`config.mk`:
```
export PLATFORM = sky130hd
export DESIGN_NAME = lnsc_dfa_store
export DESIGN_NICKNAME = d
export VERILOG_FILES = /design/src/rtl/core/lambda_nfa_subset_construction_acceptor_assert.svh /design/src/rtl/core/lnsc_dfa_store.sv
export SDC_FILE = /design/constraint.sdc
export NUM_CORES = 2
export LEC_CHECK = 0
export BUFFER_PORTS_ARGS = -buffer_cell sky130_fd_sc_hd__buf_2
export CELL_PAD_IN_SITES_DETAIL_PLACEMENT = 0
export CELL_PAD_IN_SITES_GLOBAL_PLACEMENT = 2
export CORE_UTILIZATION = 51
export DETAILED_ROUTE_END_ITERATION = 10
export GPL_ROUTABILITY_DRIVEN = 0
export HOLD_SLACK_MARGIN = 0.05
export PLACE_DENSITY_LB_ADDON = 0.05
export SLEW_MARGIN = 5
export SYNTH_ARGS = -nofsm -noshare
export SYNTH_HDL_FRONTEND = slang
export SYNTH_MEMORY_MAX_BITS = 65536
export SYNTH_SLANG_ARGS = --single-unit
```
`constraint.sdc`:
```
create_clock -name aclk -period 4 [get_ports aclk]
set_input_delay 1.2 -clock aclk [delete_from_list [all_inputs] [get_ports aclk]]
set_output_delay 1.2 -clock aclk [all_outputs]
set_load 0.05 [all_outputs]
```
`src/rtl/core/lambda_nfa_subset_construction_acceptor_assert.svh`:
```
// Assertion macros for the subset construction acceptor.
`ifndef LAMBDA_NFA_SUBSET_CONSTRUCTION_ACCEPTOR_ASSERT_SVH
`define LAMBDA_NFA_SUBSET_CONSTRUCTION_ACCEPTOR_ASSERT_SVH
`ifndef SYNTHESIS
`define LNSC_ASSERT(label, clk, rstn, prop) \
    label: assert property (@(posedge clk) disable iff (!rstn) prop) \
        else $error("lnsc assertion failed");
`define LNSC_ASSERT_RST(label, clk, prop) \
    label: assert property (@(posedge clk) prop) else $error("lnsc reset check failed");
`else
`define LNSC_ASSERT(label, clk, rstn, prop)
`define LNSC_ASSERT_RST(label, clk, prop)
`endif
`endif

```
`src/rtl/core/lnsc_dfa_store.sv`:
```
// DFA store: set memory, edge memory and accept bits, with registered reads.
`timescale 1ns / 1ps
module lnsc_dfa_store #(
    parameter int NfaStates = 16,
    parameter int DfaStates = 64,
    parameter int Symbols = 8
) (
    input  logic                                      aclk,
    input  logic                                      set_we,
    input  logic [$clog2(DfaStates)-1:0]              set_waddr,
    input  logic [NfaStates-1:0]                      set_wdata,
    input  logic                                      set_wacc,
    input  logic [$clog2(DfaStates)-1:0]              set_raddr,
    output logic [NfaStates-1:0]                      set_rdata,
    output logic                                      set_racc,
    input  logic                                      edge_we,
    input  logic [$clog2(DfaStates*Symbols)-1:0]      edge_waddr,
    input  logic [$clog2(DfaStates):0]                edge_wdata,
    input  logic [$clog2(DfaStates*Symbols)-1:0]      edge_raddr,
    output logic [$clog2(DfaStates):0]                edge_rdata
);
    localparam int DW = $clog2(DfaStates);
    logic [NfaStates-1:0] sets_mem [DfaStates];
    logic                 acc_mem [DfaStates];
    logic [DW:0]          edge_mem [DfaStates*Symbols];

    always_ff @(posedge aclk) begin
        if (set_we) begin
            sets_mem[set_waddr] <= set_wdata;
            acc_mem[set_waddr] <= set_wacc;
        end
        set_rdata <= sets_mem[set_raddr];
        set_racc <= acc_mem[set_raddr];
    end

    // edge word: top bit = valid, low bits = target
    always_ff @(posedge aclk) begin
        if (edge_we) edge_mem[edge_waddr] <= edge_wdata;
        edge_rdata <= edge_mem[edge_raddr];
    end
endmodule
```
# --- After elaboration in Yosys (flattened, before gate mapping) ---
# Memories as Yosys holds them, arrays and structs flattened. A register that Yosys moved wholly into a read port is not among the register bits.
# Cells that the tools add are included.
word_totals:
  register_bits: 0
  latchBits: 0
  mem_bits_rw: 4672
  rom_bits: 0
  out_inout_bits: 24
  elab_cells: 7
  mem_count: 3
memory_table:
  columns: ["memory", "words", "width", "rd", "rd_clocked_by_memory_dff", "wr", "line_no", "text"]
  rows:
  - ["edge_mem", 512, 7, 1, 1, 1, "lnsc_dfa_store.sv:25", "logic [DW:0] edge_mem [DfaStates*Symbols];"]
  - ["sets_mem", 64, 16, 1, 1, 1, "lnsc_dfa_store.sv:23", "logic [NfaStates-1:0] sets_mem [DfaStates];"]
  - ["acc_mem", 64, 1, 1, 1, 1, "lnsc_dfa_store.sv:24", "logic acc_mem [DfaStates];"]
classes:
  add_sub_neg: 0
  multipliers: 0
  n_div: 0
  n_lt_le_gt_ge: 0
  eq_ne: 0
  shifts: 0
  n_mux: 4
  bitwise: 0
  reduce_logical: 0
ops:
  columns: ["cell", "count"]
  rows:
  - ["1-bit two-way mux", 4]

# --- Longest topological paths before layout ---
logic_depth:
  ltp_word: 2
  ltp_mapped: 13
  ltp_nobuf: 7

# --- Worst setup path before layout ---
# Ideal clock, no wire load.
synth_path:
  path_type: "input port to flip-flop"
  from: "input set_raddr[0]"
  to: "register set_racc (read register of acc_mem)"
  arrival_time_ps: 3448
  path_slack_ps: 417
  cell_stages: 5
  cell_sequence: "clkbuf_1 -> buf_1 -> mux4_2 -> mux4_2 -> mux4_2"
synth_lines:
  columns: ["item", "line_no", "text"]
  rows:
  - ["from (decl)", "lnsc_dfa_store.sv:13", "input logic [$clog2(DfaStates)-1:0] set_raddr,"]
  - ["to (decl)", "lnsc_dfa_store.sv:15", "output logic set_racc,"]

==> metrics.log <==
[metrics] Worst setup startpoint: edge_raddr[1]
[metrics] Clock Sinks: 4696
[metrics] delay of the slowest cell on the worst path: 0.65 ns
[metrics] worst-case reg-to-reg path depth: 8
[metrics] critical path type: in2reg
[metrics] main combinational cell family by area after synthesis: multiplexers
[metrics] average wire per cell in the routed design: 33.27 um
[metrics] cell-by-cell trace of the critical path: buf_8, nand2b_4, buf_4, buf_12, buf_4, o221ai_1, o22ai_1, o21ai_0, nand4b_1, and4_1, buf_4, nor4_2
[metrics] endpoint of the worst setup timing path: edge_rdata[3]
[metrics] vertical die dimension: 600.5 um
[metrics] 1st-iter DRT viols: 11380
[metrics] Max-Cap Viols: 0
[metrics] share of flip-flops with an asynchronous set or reset: 0%
[metrics] setup violators final: 1
[metrics] xor and xnor area share after synthesis: 0%
[metrics] number of logic stages on the critical path including buffering: 12
[metrics] Max Fclk: 0.2440 GHz
[metrics] worst hold path cell count: 1
[metrics] netlist area before placement: 182700 um^2
[metrics] violated checks: DRC, setup timing
[metrics] outcome: finished with violations
[metrics] post-synthesis simple-gate area fraction: 2.625%
[metrics] total negative setup slack: -0.09772 ns
[metrics] Core Region: 356200 um^2
[metrics] worst setup slack after layout: -0.09772 ns
[metrics] largest net degree at the start of global routing: 101
[metrics] number of instances in the synthesized netlist: 8725
[metrics] post-detailed-placement half-perimeter wirelength: 324300 um
[metrics] worst vdd rail ir drop: 0.4965 mV
[metrics] CTS Hold Buffers Added: 0
[metrics] power per cell area: 491.0 nW/um^2
[metrics] Net Count, Synth: 8782
[metrics] global-route wire length before repair: 714500 um
[metrics] Main synth FF type: edfxtp_1
[metrics] ratio of final minimum period to clock period: 102.4%
[metrics] clock tree root driver cell: clkbuf_16
[metrics] min cycle time layout: 4.098 ns
[metrics] initial antenna violation count: 32
[metrics] buffer count from post-CTS setup fixing: 0
[metrics] dominant cell type by count on the critical path: buf_4
[metrics] RR Startpoint: edge_mem[206][3]
[metrics] clock skew: 0.03922 ns
[metrics] Critical Path Sink Type: flop
[metrics] CTS clock-pin slew for the worst setup and hold paths: 0.06 ns
[metrics] Overall Global Routing Usage: 27.79%
[metrics] slowest stage cell on the critical path: nand4b_1
[metrics] source-to-sink clock delay at the later pin of the worst-skew pair: 1.00 ns
[metrics] RSZ-0062 raised after global routing: no
[metrics] nets: 10010
[metrics] final std cell area, no fill: 213000 um^2
[metrics] compound-gate portion of the synthesized area: 3.196%
[metrics] antenna-violating nets left: 0
[metrics] proportion of synthesized area in mux cells: 15.33%
[metrics] launching element type of the critical path: input port
[metrics] path type of the worst min-delay path: in2reg
[metrics] area leader, netlist: edfxtp_1
[metrics] highest net fanout along the worst path: 35
[metrics] overflow left after global routing: 0
[metrics] Post-synth EDFFs: 4672
[metrics] Slew headroom: 12.30%
[metrics] Pins Over Slew Limit: 0
[metrics] Die X-Extent: 600.5 um
[metrics] family with the most delay on the worst path: simple AND/OR/NAND/NOR gates
[metrics] Adder-Cell Fraction of Synth Area: 0%
[metrics] maximum number of buffers from clock root to sink: 4
[metrics] number of synthesis warnings: 0
[metrics] total number of vias: 94250
[metrics] routed via count divided by cell count: 6.232
[metrics] drt total wl: 503200 um
[metrics] number of ports placed on the die boundary: 81
[metrics] via count of the first global-routing pass: 94980
[metrics] hold violation count in the final report: 0
[metrics] count of buffer and inverter cells on the critical path: 5
[metrics] leakage: 69.21 nW
[metrics] actual transition at the worst max-transition pin: 1.305 ns
[metrics] row count: 219
[metrics] most area-consuming cells after synthesis: edfxtp_1, mux4_2, mux2i_1, nor2_1, o221ai_1
[metrics] data arrival time of the critical path: 4.97 ns
[metrics] unique cell type count in the Yosys netlist: 70
[metrics] number of buffer cells added on primary ports: 80
[metrics] Pwr Total: 104.6 mW
[metrics] average size of a mapped cell: 20.93 um^2
[metrics] Worst Hold Margin: 0.6787 ns
[metrics] instance area after placement: 197400 um^2
[metrics] endpoint of the most critical register-to-register path: edge_rdata[3]
[metrics] fraction of final layout cells with drive strength greater than 1: 29.17%
[metrics] number of H-tree levels: 5
[metrics] post-detailed-route DRC marker count: 6
[metrics] setup slack on the worst flop-to-flop path: 0.77 ns
[metrics] total iterations of the first detailed-routing run: 9
[metrics] CTS buffer count: 475
[metrics] worst endpoint required time: 4.87 ns
[metrics] Seq cells post-synth: 4696
[metrics] synthesis-to-layout area growth: 16.61%
[metrics] sequential cell area fraction in the yosys report: 77.07%
[metrics] area share of the largest cell type after synthesis: 76.81%
[metrics] starting utilization of the core area: 51.28%
[metrics] die footprint: 360600 um^2
[metrics] clock tree from TritonCTS: done
==> layer usage <==
layer	wire, um	track usage, %	share of wire (%)	vias to the layer above
li1	-	-	-	39140
met1	216200	41.84	43	50580
met2	238400	43.75	47	3913
met3	37440	3.785	7.4	621
met4	11230	6.284	2.2	2
met5	20	0	0.0040	-
==> final cells by class <==
class                      instances  area, um^2
antenna                           19       47.55
clock buffer                     597       12640
clock inverter                   285        2853
fill                           25850      143200
inverter                           3       21.27
multi-input combinational       3484       39010
sequential                      4696      140800
tap                             4751        5944
timing repair buffer            1289       11710
==> what timing repair did <==
item / CTS / global route
pin swaps: 0 / 1
hold endpoints to repair: 0 / 0
resized for setup: 3 / 2
setup endpoints to repair: 3 / 2
==> worst register-to-register path: stages, from the launching register on <==
cell,delay [ns]
edfxtp_1,0.33
mux2i_1,0.07
o221ai_1,0.36
o22ai_1,0.14
o21ai_0,0.56
nand4b_1,0.65
and4_1,0.52
buf_4,0.18
nor4_2,0.28
==> cell usage after synthesis, types with 7 or more instances <==
library cell	count
edfxtp_1	4672
mux4_2	954
nor2_1	619
mux2i_1	616
clkbuf_1	260
o221ai_1	212
o22ai_1	170
nor3_1	137
a21oi_1	130
nand2_1	123
o21ai_0	93
buf_2	86
buf_6	74
buf_1	47
buf_4	44
a211oi_1	38
nand3_1	37
a211o_1	30
nor4_1	28
nand4_1	26
dfxtp_1	24
o31ai_1	24
a2111oi_0	22
and2_1	22
buf_8	21
a22o_1	18
a22oi_1	15
nand2b_1	14
mux4_1	13
a221oi_1	12
nor2b_1	12
and3_1	9
buf_12	8
nand4b_1	8
o32ai_1	7
==> sequential cells by signal (all words and copies together) (netlist names) <==
name        count
edge_mem     3584
sets_mem     1024
acc_mem        64
set_rdata      16
edge_rdata      7
set_racc        1
==> cell usage in the layout, fill, tap and decap left out, drive strengths merged, types with 34 or more instances in the layout <==
| cell | n |
|---|---|
| a211oi | 38 |
| nor3 | 137 |
| mux4 | 967 |
| mux2i | 616 |
| o22ai | 170 |
| edfxtp | 4672 |
| nor4 | 34 |
| buf | 1288 |
| nand3 | 37 |
| bufinv | 56 |
| a21oi | 130 |
| clkbuf | 598 |
| o21ai | 93 |
| clkinv | 203 |
| nor2 | 619 |
| o221ai | 212 |
| nand2 | 124 |
==> per-stage QoR <==
stage / util, % / worst slack (ns) / std cells
6_report: 59.80 / -0.09772 / 15120
5_1_grt: 59.79 / 0.008687 / 15120
4_1_cts: 59.78 / 0.05802 / 15110
3_5_place_dp: 55.43 / -1.141 / 14220
3_3_place_gp: 55.43 / -1.314 / 14220
2_1_floorplan: - / 0.4172 / 8725
==> cell families (layout without fill, tap and decap cells) <==
group,Yosys count,after routing
buf+inv,545,2174
flops,4696,4696
mux,1583,1583
compound gates,822,822
other cells,0,19
simple gates,1079,1079
==> where the power goes <==
group,switching [mW],internal (mW)
clock network,18.5,25.9
registers,0.0948,54.3
logic,3.68,2.18
total,22.3,82.3
==> worst min path at each step <==
stage / slack (ns) / from / endpoint
floorplan: 0.88 / edge_mem[482][5] / edge_rdata[5]
global route: 0.66 / edge_wdata[5] / edge_mem[492][5]
detailed placement: 1.03 / sets_mem[58][1] / set_rdata[1]
CTS: 0.63 / edge_wdata[5] / edge_mem[492][5]
finish: 0.68 / edge_wdata[4] / edge_mem[487][4]
global placement: 1.02 / sets_mem[50][0] / set_rdata[0]
Power figures use the tool's default switching activity.
